==> src/hw/rtl/b32h_pkg.sv <==
// b32h_pkg: shared types and constants for the base32hex group decoder
// used by b32h_lane, b32h_merge and base32hex_group_decoder; no dependencies
`timescale 1ns / 1ps

package b32h_pkg;

    localparam int unsigned NUM_LANES  = 8;
    localparam int unsigned NUM_BYTES  = 5;
    localparam int unsigned CHAR_W     = 8;
    localparam int unsigned VAL_W      = 5;
    localparam int unsigned COUNT_W    = 3;
    localparam int unsigned S_DATA_W   = NUM_LANES * CHAR_W;
    localparam int unsigned M_DATA_W   = 48;

    localparam logic [CHAR_W-1:0] CHAR_DIGIT_LO = 8'h30;
    localparam logic [CHAR_W-1:0] CHAR_DIGIT_HI = 8'h39;
    localparam logic [CHAR_W-1:0] CHAR_ALPHA_LO = 8'h41;
    localparam logic [CHAR_W-1:0] CHAR_ALPHA_HI = 8'h56;
    localparam logic [CHAR_W-1:0] ALPHA_OFFSET  = 8'h37;
    localparam logic [CHAR_W-1:0] CHAR_PAD      = 8'h3D;

    // legal padding masks, bit i set when character i is padding
    localparam logic [NUM_LANES-1:0] PAD_NONE  = 8'b0000_0000;
    localparam logic [NUM_LANES-1:0] PAD_ONE   = 8'b1000_0000;
    localparam logic [NUM_LANES-1:0] PAD_THREE = 8'b1110_0000;
    localparam logic [NUM_LANES-1:0] PAD_FOUR  = 8'b1111_0000;
    localparam logic [NUM_LANES-1:0] PAD_SIX   = 8'b1111_1100;

    typedef struct packed {
        logic             is_data;
        logic             is_pad;
        logic [VAL_W-1:0] value;
    } t_lane_res;

    typedef struct packed {
        logic [NUM_BYTES*CHAR_W-1:0] bytes;
        logic [COUNT_W-1:0]          count;
        logic                        bad;
    } t_group_res;

endpackage

==> src/hw/rtl/b32h_lane.sv <==
// b32h_lane: classifies one character and produces its 5-bit value
// depends on b32h_pkg
`timescale 1ns / 1ps

module b32h_lane (
    input  logic [b32h_pkg::CHAR_W-1:0] i_char,
    output b32h_pkg::t_lane_res         o_res
);

    logic                        digit;
    logic                        alpha;
    logic [b32h_pkg::CHAR_W-1:0] diff;

    always_comb begin
        digit = (i_char >= b32h_pkg::CHAR_DIGIT_LO) && (i_char <= b32h_pkg::CHAR_DIGIT_HI);
        alpha = (i_char >= b32h_pkg::CHAR_ALPHA_LO) && (i_char <= b32h_pkg::CHAR_ALPHA_HI);
        if (digit) begin
            diff = i_char - b32h_pkg::CHAR_DIGIT_LO;
        end else if (alpha) begin
            diff = i_char - b32h_pkg::ALPHA_OFFSET;
        end else begin
            diff = '0;
        end
        o_res.is_data = digit || alpha;
        o_res.is_pad  = (i_char == b32h_pkg::CHAR_PAD);
        o_res.value   = diff[b32h_pkg::VAL_W-1:0];
    end

endmodule

==> src/hw/rtl/b32h_merge.sv <==
// b32h_merge: combines the eight lane results into bytes, count and error
// depends on b32h_pkg
`timescale 1ns / 1ps

module b32h_merge (
    input  b32h_pkg::t_lane_res [b32h_pkg::NUM_LANES-1:0] i_lanes,
    input  logic                                          i_last,
    output b32h_pkg::t_group_res                          o_res
);

    logic [b32h_pkg::NUM_LANES-1:0]              pad_mask;
    logic                                        bad_char;
    logic [b32h_pkg::NUM_LANES-1:0][4:0]         v;
    logic [b32h_pkg::NUM_BYTES-1:0][7:0]         b;
    logic [b32h_pkg::COUNT_W-1:0]                cnt;
    logic                                        bad;

    always_comb begin
        bad_char = 1'b0;
        for (int i = 0; i < b32h_pkg::NUM_LANES; i++) begin
            pad_mask[i] = i_lanes[i].is_pad && i_last;
            v[i]        = i_lanes[i].is_data ? i_lanes[i].value : 5'd0;
            if (!i_lanes[i].is_data && !pad_mask[i]) begin
                bad_char = 1'b1;
            end
        end

        b[0] = {v[0], v[1][4:2]};
        b[1] = {v[1][1:0], v[2], v[3][4]};
        b[2] = {v[3][3:0], v[4][4:1]};
        b[3] = {v[4][0], v[5], v[6][4:3]};
        b[4] = {v[6][2:0], v[7]};

        bad = bad_char;
        cnt = 3'd5;
        case (pad_mask)
            b32h_pkg::PAD_NONE: begin
                cnt = 3'd5;
            end
            b32h_pkg::PAD_ONE: begin
                cnt = 3'd4;
                if (v[6][2:0] != 3'd0) bad = 1'b1;
            end
            b32h_pkg::PAD_THREE: begin
                cnt = 3'd3;
                if (v[4][0] != 1'b0) bad = 1'b1;
            end
            b32h_pkg::PAD_FOUR: begin
                cnt = 3'd2;
                if (v[3][3:0] != 4'd0) bad = 1'b1;
            end
            b32h_pkg::PAD_SIX: begin
                cnt = 3'd1;
                if (v[1][1:0] != 2'd0) bad = 1'b1;
            end
            default: begin
                bad = 1'b1;
            end
        endcase

        o_res.bytes = b;
        o_res.count = cnt;
        o_res.bad   = bad;
    end

endmodule

==> src/hw/rtl/base32hex_group_decoder.sv <==
// base32hex_group_decoder: strict base32hex decoder, one 8-character group per transaction
// depends on b32h_pkg, b32h_lane, b32h_merge
`timescale 1ns / 1ps

// usage:
//   slave channel s_axis: tdata carries char0..char7 (char0 in bits 7:0),
//   tlast marks the last group of a string, where '=' padding is allowed.
//   master channel m_axis: tdata carries out_byte0..out_byte4 (byte0 in bits
//   7:0) and byte_count in bits 42:40; tuser is decode_error; tlast is
//   end_of_string. bytes at or beyond byte_count read as zero.
//   decode_error is sticky across the groups of one string and clears after
//   the result of the last group, so the consumer drops the whole string.
// result: registered in the output register and presented in the cycle after the transaction is accepted.
// throughput: one group per cycle unless m_axis_tready stalls; eight character lanes
//   and one merge stage feed a single output register, which refills in the cycle it drains.
// reset: i_rst_n low empties the output register and clears the sticky error.
// stall: while m_axis_tready is low a held result keeps s_axis_tready low;
//   the result stays stable until taken.
module base32hex_group_decoder (
    input  logic                            i_clk,
    input  logic                            i_rst_n,
    input  logic                            s_axis_tvalid,
    output logic                            s_axis_tready,
    input  logic [b32h_pkg::S_DATA_W-1:0]   s_axis_tdata,  // char0..char7
    input  logic                            s_axis_tlast,  // last_group
    output logic                            m_axis_tvalid,
    input  logic                            m_axis_tready,
    output logic [b32h_pkg::M_DATA_W-1:0]   m_axis_tdata,  // out_byte0..4, byte_count, zeros
    output logic                            m_axis_tuser,  // decode_error
    output logic                            m_axis_tlast   // end_of_string
);

    b32h_pkg::t_lane_res [b32h_pkg::NUM_LANES-1:0] lanes;
    b32h_pkg::t_group_res                          grp;

    logic                                   accept;
    logic                                   err;
    logic                                   r_valid;
    logic                                   n_valid;
    logic                                   r_error_seen;
    logic                                   n_error_seen;
    logic [b32h_pkg::NUM_BYTES*8-1:0]       r_bytes;
    logic [b32h_pkg::NUM_BYTES*8-1:0]       n_bytes;
    logic [b32h_pkg::COUNT_W-1:0]           r_count;
    logic [b32h_pkg::COUNT_W-1:0]           n_count;
    logic                                   r_err;
    logic                                   r_last;

    for (genvar g = 0; g < b32h_pkg::NUM_LANES; g++) begin : g_lane
        b32h_lane u_lane (
            .i_char (s_axis_tdata[g*b32h_pkg::CHAR_W +: b32h_pkg::CHAR_W]),
            .o_res  (lanes[g])
        );
    end

    b32h_merge u_merge (
        .i_lanes (lanes),
        .i_last  (s_axis_tlast),
        .o_res   (grp)
    );

    assign s_axis_tready = !r_valid || m_axis_tready;
    assign accept        = s_axis_tvalid && s_axis_tready;

    always_comb begin
        err = grp.bad || r_error_seen;
        n_count = err ? '0 : grp.count;
        for (int i = 0; i < b32h_pkg::NUM_BYTES; i++) begin
            n_bytes[i*8 +: 8] = (i < int'(n_count)) ? grp.bytes[i*8 +: 8] : 8'd0;
        end
        n_valid      = accept ? 1'b1 : (r_valid && !m_axis_tready);
        n_error_seen = accept ? (!s_axis_tlast && err) : r_error_seen;
    end

    always_ff @(posedge i_clk) begin
        if (!i_rst_n) begin
            r_valid      <= 1'b0;
            r_error_seen <= 1'b0;
        end else begin
            r_valid      <= n_valid;
            r_error_seen <= n_error_seen;
        end
    end

    always_ff @(posedge i_clk) begin
        if (accept) begin
            r_bytes <= n_bytes;
            r_count <= n_count;
            r_err   <= err;
            r_last  <= s_axis_tlast;
        end
    end

    assign m_axis_tvalid = r_valid;
    assign m_axis_tdata  = {{(b32h_pkg::M_DATA_W - b32h_pkg::NUM_BYTES*8 - b32h_pkg::COUNT_W){1'b0}},
                            r_count, r_bytes};
    assign m_axis_tuser  = r_err;
    assign m_axis_tlast  = r_last;

    a_err_no_bytes: assert property (@(posedge i_clk) disable iff (!i_rst_n)
        (m_axis_tvalid && m_axis_tuser) |-> (r_count == '0 && r_bytes == '0))
        else $error("error result carries data");

    a_count_range: assert property (@(posedge i_clk) disable iff (!i_rst_n)
        m_axis_tvalid |-> (r_count <= 3'd5))
        else $error("byte count out of range");

    a_last_clears: assert property (@(posedge i_clk) disable iff (!i_rst_n)
        (accept && s_axis_tlast) |=> !r_error_seen)
        else $error("sticky error survived end of string");

    a_accept_result: assert property (@(posedge i_clk) disable iff (!i_rst_n)
        accept |=> m_axis_tvalid)
        else $error("accepted group produced no result");

endmodule

==> config.mk <==
export PLATFORM = sky130hd
export DESIGN_NAME = base32hex_group_decoder
export DESIGN_NICKNAME = d
export VERILOG_FILES = /design/src/hw/rtl/b32h_pkg.sv /design/src/hw/rtl/b32h_lane.sv /design/src/hw/rtl/b32h_merge.sv /design/src/hw/rtl/base32hex_group_decoder.sv
export SDC_FILE = /design/constraint.sdc
export NUM_CORES = 1
export LEC_CHECK = 0
export CAP_MARGIN = 20
export CORE_ASPECT_RATIO = 0.8
export CORE_MARGIN = 2
export CORE_UTILIZATION = 45
export CTS_CLUSTER_DIAMETER = 200
export DETAILED_ROUTE_END_ITERATION = 16
export DONT_BUFFER_PORTS = 1
export SYNTH_ARGS = -nofsm -noshare
export SYNTH_HDL_FRONTEND = slang
export SYNTH_SLANG_ARGS = --single-unit
==> constraint.sdc <==
create_clock -name i_clk -period 8.5 [get_ports i_clk]
set_input_delay 1.275 -clock i_clk [delete_from_list [all_inputs] [get_ports i_clk]]
set_output_delay 1.275 -clock i_clk [all_outputs]
set_load 0.02 [all_outputs]
Word-level counts from Yosys, hierarchy flattened
Cells that the tools add are included.
- word-level logic and storage cells: 194
- bits of input ports: 69
- output and inout bits: 52
- register bits: 47
- muxes and demuxes: 36
- equality and inequality tests: 12
- order comparisons: 37
- reduce and logical (&&, ||, !) cells: 76
- add/subtract/negate cells: 16
- operator list (kind ; count):
    $mux 5 ; 16
    $sub 5x5->5 const B ; 16
    $eq 8x6->1 const B ; 8
    $ge 8x6->1 const B ; 8
    $ge 8x7->1 const B ; 8
    $le 8x6->1 const B ; 8
    $le 8x7->1 const B ; 8
    $logic_and 1x1->1 ; 35
    $eq 8x8->1 const B ; 4
    $logic_not 1->1 ; 19
    $reduce_and 2->1 ; 8
    $mux 1 ; 14
    $pmux 3 s4 ; 1
    $logic_or 1x1->1 ; 10
    $logic_not 8->1 ; 1
    $lt 1x3->1 const A ; 2
    $lt 2x3->1 const A ; 2
    $mux 3 ; 2
    $pmux 1 s5 ; 1
    $mux 4 ; 1
    $reduce_bool 4->1 ; 1
    $lt 3x3->1 const A ; 1
    $reduce_bool 3->1 ; 1
    $mux 2 ; 1
    $reduce_bool 2->1 ; 1

Depth between registers and ports, before layout
Gate-level depths: netlist of run 1.
- depth in word-level cells: 19
- mapped depth: 11

Modules after synthesis
A second synthesis of run 1 with hierarchy kept.
- cells, all modules: 559
- area total of the unflattened synthesis: 4901.0 um^2
- modules (own cells, without submodules) (module ; cells each ; sequential area each (um^2) ; times used ; area each (um^2)):
    b32h_lane ; 47 ; 0.0 ; 8 ; 329.1
    base32hex_group_decoder ; 110 ; 1391.3 ; 1 ; 1818.0
    b32h_merge ; 73 ; 0.0 ; 1 ; 450.4

Worst setup path before layout of run 1
No wires, ideal clock.
- path kind: in2reg
- start: in s_axis_tdata[25] (netlist bit)
- end: reg r_count[0] (netlist bit) (data pin)
- library setup time: 274 ps
- data required time: 8226 ps
- cell stages on the path: 11
- setup slack: 4859 ps
- data arrival time: 3367 ps
- path through: inv_1 > ha_1 > nand4_1 > o22ai_1 > or4_1 > a2111o_1 > mux2i_1 > or3_1 > buf_4 > buf_6 > nor3_2
- longest elaborated chain between the ends: 14
- elaborated cells on any way between the ends: 36
- those cells by class: add/sub: 2; order compare: 4; eq/ne: 5; mux: 15; reduce/logical: 10
- ends and longest elaborated chain (what ; line ; RTL):
    start: declaration ; base32hex_group_decoder.sv:24 ; input logic [b32h_pkg::S_DATA_W-1:0] s_axis_tdata,
    $ge 8x6->1 (tied with other cells) ; b32h_lane.sv:15 ; digit = (i_char >= b32h_pkg::CHAR_DIGIT_LO) && (i_char <= b32h_pkg::CHAR_DIGIT_HI);
    $logic_and 1x1->1, on equally long branches ; b32h_lane.sv:15, b32h_lane.sv:16 ;
    $logic_or 1x1->1 ; b32h_lane.sv:24 ; o_res.is_data = digit || alpha;
    $logic_not 1->1 ; b32h_merge.sv:23 ; if (!i_lanes[i].is_data && !pad_mask[i]) begin
    $logic_and 1x1->1 ; b32h_merge.sv:23 ;
    $mux 1 (5 in series) ; b32h_merge.sv:23 ;
    $mux 1, on equally long branches ; -- ;
    $pmux 1 s5 * ; b32h_merge.sv:36 ; case (pad_mask)
    $logic_or 1x1->1 * ; base32hex_group_decoder.sv:66 ; err = grp.bad || r_error_seen;
    named net err ; base32hex_group_decoder.sv:37 ; logic err;
    $mux 3 * ; base32hex_group_decoder.sv:67 ; n_count = err ? '0 : grp.count;
    named net n_count (one bit) ; base32hex_group_decoder.sv:45 ; logic [b32h_pkg::COUNT_W-1:0] n_count;
    end signal: assignment ; base32hex_group_decoder.sv:88 ; r_count <= n_count;
    end: declaration ; base32hex_group_decoder.sv:44 ; logic [b32h_pkg::COUNT_W-1:0] r_count;
The timed path passes the listed nets; every way through them passes the cells marked *.
A chain may end at the register's enable or synchronous reset.

Worst setup path after layout of run 1
- start: in s_axis_tdata[25] (netlist bit)
- end: reg r_bytes[14] (netlist bit) (data pin)
- longest elaborated chain between the ends: 15
- elaborated cells on any way between the ends: 37
- those cells by class: add/sub: 2; order compare: 5; eq/ne: 5; mux: 15; reduce/logical: 10
- ends and longest elaborated chain (what ; line ; RTL):
    $ge 8x6->1 (tied with other cells) ; b32h_lane.sv:15 ;
    $logic_and 1x1->1, on equally long branches ; b32h_lane.sv:15, b32h_lane.sv:16 ;
    $logic_or 1x1->1 ; b32h_lane.sv:24 ;
    $logic_not 1->1 ; b32h_merge.sv:23 ;
    $logic_and 1x1->1 ; b32h_merge.sv:23 ;
    $mux 1 (5 in series) ; b32h_merge.sv:23 ;
    $mux 1, on equally long branches ; -- ;
    $pmux 1 s5 ; b32h_merge.sv:36 ;
    $logic_or 1x1->1 ; base32hex_group_decoder.sv:66 ;
    $mux 3 * ; base32hex_group_decoder.sv:67 ;
    $lt 1x3->1 * ; base32hex_group_decoder.sv:69 ; n_bytes[i*8 +: 8] = (i < int'(n_count)) ? grp.bytes[i*8 +: 8] : 8'd0;
    end signal: assignment ; base32hex_group_decoder.sv:87 ; r_bytes <= n_bytes;
    end: declaration ; base32hex_group_decoder.sv:42 ; logic [b32h_pkg::NUM_BYTES*8-1:0] r_bytes;
Every way passes the cells marked *; elsewhere a longest branch is shown, timed or not.

==> metrics, run 1 <==
initial antenna violation count=0; RSZ-0062 raised after global routing=no; most frequent cell after synthesis=edfxtp_1; area of the core=0.008446 sq mm; CTS Buf Count=5; Clock Pin Slew Worst Setup and Hold Paths=90 ps; Fmax=254.2 MHz; Syn Inst Count=399; hold_sp=r_error_seen; CP arrival=3960 ps; Pins Over Slew Limit=0; TritonCTS clock tree=done; Synth Register Bits=47; Clock Sinks=47; r2r startpoint=r_error_seen; DRC=0; final core utilization=0.4702; Seq/Total Area, Yosys=0.3582; FF-to-FF setup slack=6210 ps; worst stage delay on the critical path=730 ps; post-route minimum period=3933 ps; Cell Chain, Critical Path=inv_1 > ha_1 > nand4_1 > o22ai_1 > or4_1 > a2111o_1 > mux2i_1 > or3_1 > nor3_1; Peak VDD IR=0.00006565 V; Clk network pwr share=0.282; fin crit share=0.4627; ant diodes=0; Gates resized, CTS repair=0; ratio of cells with drive above 1 in the final layout=0.1057; DR WL/cell=18.05 um; initial cell density of the core=0.4599; kind of critical path=input port to flip-flop; Setup violations, final=0; Worst Hold Class=flip-flop to flip-flop; io pins=121; H-tree depth=2; TNS Setup=0 ps; PwrDens=124.2 mW/mm^2; Final ANT Viol Nets=0; Critical Path Fanout Max=19; slew margin rel.=0.2975; vias in the first global route=2,941; final hold vios=0; clock root cell=clkbuf_8; Final Routed Wirelength=9023 um; compound-gate portion of the synthesized area=0.1640; die area=0.009394 sq mm; PortBufs=0; average vias per placed instance=5.930; hold path cells=2; commonest cells in the netlist=45 x edfxtp_1, 34 x nor2_1, 27 x ha_1; Distinct cells, synth=75; leakage power=1.398 nW; cells on worst reg2reg path=5; fillcell total=835; Async SR Flop Fraction=0; number of synthesized flops with an enable pin=45; CP Launch Type=input port; Post-CTS Hold Buffers=0; slowest CP cell=or3_1; adder and majority gate portion of the synthesized area=0.08698; critical path required time=8520 ps; Max-cap violations=0; Max clock buf depth=2; largest family of logic cells by synthesized area=simple AND/OR/NAND/NOR gates; Logic pwr share=0.143; CP endpoint kind=flip-flop; via count=2,965; die extent in x=107.9 um; aggregate global routing overflow=0; switch share=0.2812; Int Pwr=354.4 uW; routability cong.=0.8057; post-synthesis mux area share=0.02062; Worst-Margin Slew=1052 ps; synthesized area per cell=9.734 sq um; run status=finished, final reports clean; Post-CTS Setup Repair Bufs=0; synthesis-to-layout area growth=2.255%; Synth Area in Simple Gates=0.2581; first-iteration detailed-routing DRC count=182; Clock Latency Late Sink=300 ps; nets@finish=483; dpl hpwl=6858 um; gr usage total=0.1949; Buf+Inv Stages, Crit Path=1; Setup Skew=8.061 ps; ys flop type=edfxtp_1; cell taking the most area after synthesis=edfxtp_1; DR pass1 iterations=4; Reg-to-Reg End=r_bytes[30]; xor/xnor share of the synthesized area=0.04961; pin count of the biggest net entering global routing=46; Hold EP=r_error_seen; Synth area leaders=edfxtp_1 35%, ha_1 8.7%, xnor2_1 3.8%, nor2_1 3.3%, nor3_1 2.8%; Worst path top cell family by delay=simple AND/OR/NAND/NOR gates; Synth Cell Area=0.003884 sq mm; Syn. warnings=0; share of the synthesized area in the top cell type=0.3479; Sequential Power Share=0.575; die height=87.09 um; Placement Rows=30; Switching Power=138.6 uW; global-route wire length before repair=14,510 um
==> cell usage in the layout, fill, tap and decap left out, types with 5 or more instances in the layout <==
cell type and count:
a21oi_1 21, a31oi_1 10, and3_1 7, clkbuf_8 5, conb_1 5, edfxtp_1 45
ha_1 27, inv_1 22, mux2i_1 8, nand2_1 11, nand2b_1 5, nand4_1 6
nand4bb_1 5, nor2_1 34, nor2_2 15, nor2b_1 9, nor3_1 22, o21a_1 6
o21ai_0 9, xnor2_1 17, xor2_1 5
==> power by group through the flow <==
| stage | registers [mW] | logic, mW | clock network (mW) |
|---|---|---|---|
| global route | 0.285 | 0.0800 | 0.151 |
| floorplan | 0.287 | 0.0686 | 0 |
| global placement | 0.289 | 0.0694 | 0 |
| finish | 0.283 | 0.0706 | 0.139 |
| detailed placement | 0.289 | 0.0707 | 0 |
| CTS | 0.284 | 0.0712 | 0.144 |
==> final cells by class <==
class,instances,area (sq um),share of cell area
well taps,112,140.1,0.03529
clock buffers,6,72.57,0.01827
multi-input cells,310,2268,0.5712
inverters,23,86.33,0.02174
flip-flops and latches,47,1391,0.3503
clock inverters,2,12.51,0.003151
==> worst max-delay path by stage <==
stage	start	to	cells past startpoint
floorplan	s_axis_tdata[25]	r_count[0]	11
global placement	s_axis_tdata[25]	r_bytes[13]	9
detailed placement	s_axis_tdata[25]	r_bytes[14]	9
CTS	s_axis_tdata[25]	r_bytes[14]	9
global route	s_axis_tdata[49]	r_bytes[15]	9
finish	s_axis_tdata[25]	r_bytes[14]	9
==> worst register-to-register path: stages, from the launching register on <==
cell	delay (ps)
dfxtp_1	320
nor2b_1	100
o221ai_1	120
or4b_4	520
nand3b_1	600
nor4_1	440
==> metal layers <==
layer,vias to the layer above,share of wire,GRT usage
met5,-,0,0
met4,0,0.012,0.04895
met1,1396,0.46,0.2679
met2,102,0.45,0.3076
met3,11,0.077,0.05011
li1,1456,-,-
==> sequential cells by signal, summed over array words and instances (netlist names) <==
signal / cells
m_axis_tvalid: 1
r_count: 3
m_axis_tuser: 1
r_bytes: 40
r_error_seen: 1
m_axis_tlast: 1
==> logic make-up after synthesis <==
kind of cell,after synthesis
buffers and inverters,46
other,1
multiplexers,8
AND/OR/NAND/NOR,157
adder cells (fa/ha/maj),27
flip-flops,47
XOR/XNOR,22
AO/OA/AOI/OAI,91
==> stage by stage <==
step	worst slack, ps	instances	hold slack [ps]	area [sq um]	total power, mW
floorplan	4859	403	443.8	3899	0.3558
global placement	4331	492	457.4	3886	0.3585
detailed placement	4189	492	462.5	3886	0.3597
CTS	4515	500	475.8	3971	0.4985
global route	4321	500	513.5	3971	0.5161
finish	4567	500	472.5	3971	0.4930
(Power assumes the default switching activity.)
==> run 2: changes to the inputs <==
==> constraint.sdc (replaced) <==
create_clock -name i_clk -period 3.6 [get_ports i_clk]
set_input_delay 0.54 -clock i_clk [delete_from_list [all_inputs] [get_ports i_clk]]
set_output_delay 0.54 -clock i_clk [all_outputs]
set_load 0.02 [all_outputs]
==> run 2 against run 1 <==
Cell area is 0.57% higher. Setup slack worse by 3900 ps. Flip-flop and latch count stayed put. Via count shrank 0.57%. Sequential power increased by 140%. Hold slack got worse by 140 ps. Global-route usage decreased by 0.86 points. Clock-buffer cell count did not move. Clock skew up 2.0 ps. Largest power group unchanged. Highest routed layer unchanged.
==> metrics, run 2 (same netlist as run 1, synthesis figures left out) <==
leakage power=1.410 nW; critical path required time=3700 ps; Placement Rows=30; Area after DPL=0.003909 sq mm; RSZ-0062 raised after global routing=no; post-route minimum period=2980 ps; initial antenna violation count=0; final hold vios=0; die area=0.009394 sq mm; Peak VDD IR=0.0001544 V; top flop regs=r_bytes: 40 flops, r_count: 3 flops; Final Routed Wirelength=8741 um; Clock Latency Late Sink=300 ps; Worst-Margin Slew=989.6 ps; Fmax=335.6 MHz; clock root cell=clkbuf_8; Setup Skew=10.04 ps; TNS Setup=0 ps; fin worst setup slack=619.9 ps; WL met2=3906 um; Worst path top cell family by delay=simple AND/OR/NAND/NOR gates; die extent in x=107.9 um; run status=finished, final reports clean; Post-CTS Setup Repair Bufs=0; die height=87.09 um; largest reg by FF count=r_bytes; Max clock buf depth=2; synthesis-to-layout area growth=2.835%; global-route wire length before repair=13,660 um; ant diodes=0; commonest non-fill, non-tap cells in the layout=45 x edfxtp_1, 34 x nor2_1, 27 x ha_1; worst stage delay on the critical path=560 ps; Setup violations, final=0; most common cell after layout, fill and taps aside=edfxtp_1; initial cell density of the core=0.4599; Pins Over Slew Limit=0; Worst Hold Class=input port to flip-flop; kind of critical path=input port to flip-flop; via count=2,948; vias in the first global route=2,697; slew margin rel.=0.3403; DRC=0; routability cong.=0.8693; io pins=121; gr usage total=0.1863; PortBufs=0; Buf+Inv Stages, Crit Path=1; DR pass1 iterations=4; first-iteration detailed-routing DRC count=171; ratio of cells with drive above 1 in the final layout=0.1125; dpl hpwl=6876 um; Clock Pin Slew Worst Setup and Hold Paths=90 ps; CP Launch Type=input port; Max-cap violations=0; DR WL/cell=17.38 um; pin count of the biggest net entering global routing=46; max reg flops=40; average vias per placed instance=5.861; routed wl met3=701 um; area of the core=0.008446 sq mm; Critical Path Fanout Max=11; final core utilization=0.4729; nets@finish=486; Post-CTS Hold Buffers=0; total power=1.155 mW; top sig layer=met4; CTS Buf Count=5; slowest CP cell=or4b_4; TritonCTS clock tree=done; PwrDens=289.2 mW/mm^2; Gates resized, CTS repair=0; Clock Sinks=47; pre-CTS setup slack=290.7 ps; aggregate global routing overflow=0; Final ANT Viol Nets=0; Cell Chain, Critical Path=inv_1 > ha_1 > or4b_1 > mux2i_1 > nor4b_1 > o221ai_1 > or4b_4 > nand3b_1 > nor4_1; routed metal-1 wire length=4082 um; Final Cell Area=0.003994 sq mm; CP endpoint kind=flip-flop; CP arrival=3080 ps; fin crit share=0.8278; H-tree depth=2
-- run 2: cell count changes in the layout (fill, tap and decap cells not counted), sizes merged --
cell and delta:
buf +3
-- run 2: final timing paths --
| path | start | endpoint | slack, ps | cells after the start |
|---|---|---|---|---|
| worst max-delay path | s_axis_tdata[56] | r_bytes[30] | 620 | 9 |
| worst max register to register | r_error_seen | r_bytes[30] | 1410 | 5 |
| worst min register to register | r_error_seen | r_error_seen | 470 | 2 |
| worst min-delay path | s_axis_tlast | m_axis_tlast | 340 | 0 |
-- run 2: worst reg2reg max path, cell delays in order (launching register included) --
cell and delay (ps):
dfxtp_1 320, nor2b_1 100, o221ai_1 120, or4b_4 510, nand3b_1 470, nor4_1 460
-- run 2: layout make-up --
type | instances | area, sq um
Fill cell | 818 | 4452
Multi-Input combinational cell | 310 | 2268
Sequential cell | 47 | 1391
Tap cell | 112 | 140.1
Inverter | 23 | 86.33
Clock buffer | 6 | 72.57
Timing Repair Buffer | 3 | 22.52
Clock inverter | 2 | 12.51
-- run 2: metrics by stage --
step | hold WS (ps) | cells
after floorplan | 443.8 | 403
after global placement | 454.5 | 495
after detailed placement | 464.2 | 495
after CTS | 326.7 | 503
after global routing | 311.7 | 503
final | 335.8 | 503
-- run 2: per-layer routing --
| layer | global-route usage | vias to the layer above |
|---|---|---|
| met1 | 0.2540 | 1397 |
| met5 | 0 | - |
| met2 | 0.2847 | 91 |
| li1 | - | 1458 |
| met4 | 0.03497 | 0 |
| met3 | 0.07105 | 2 |
-- run 2: power breakdown --
group          switching [mW]  leakage [nW]  internal, mW
Sequential             0.0428         0.460         0.626
Clock                   0.184        0.0428         0.136
Combinational          0.0913         0.908        0.0737
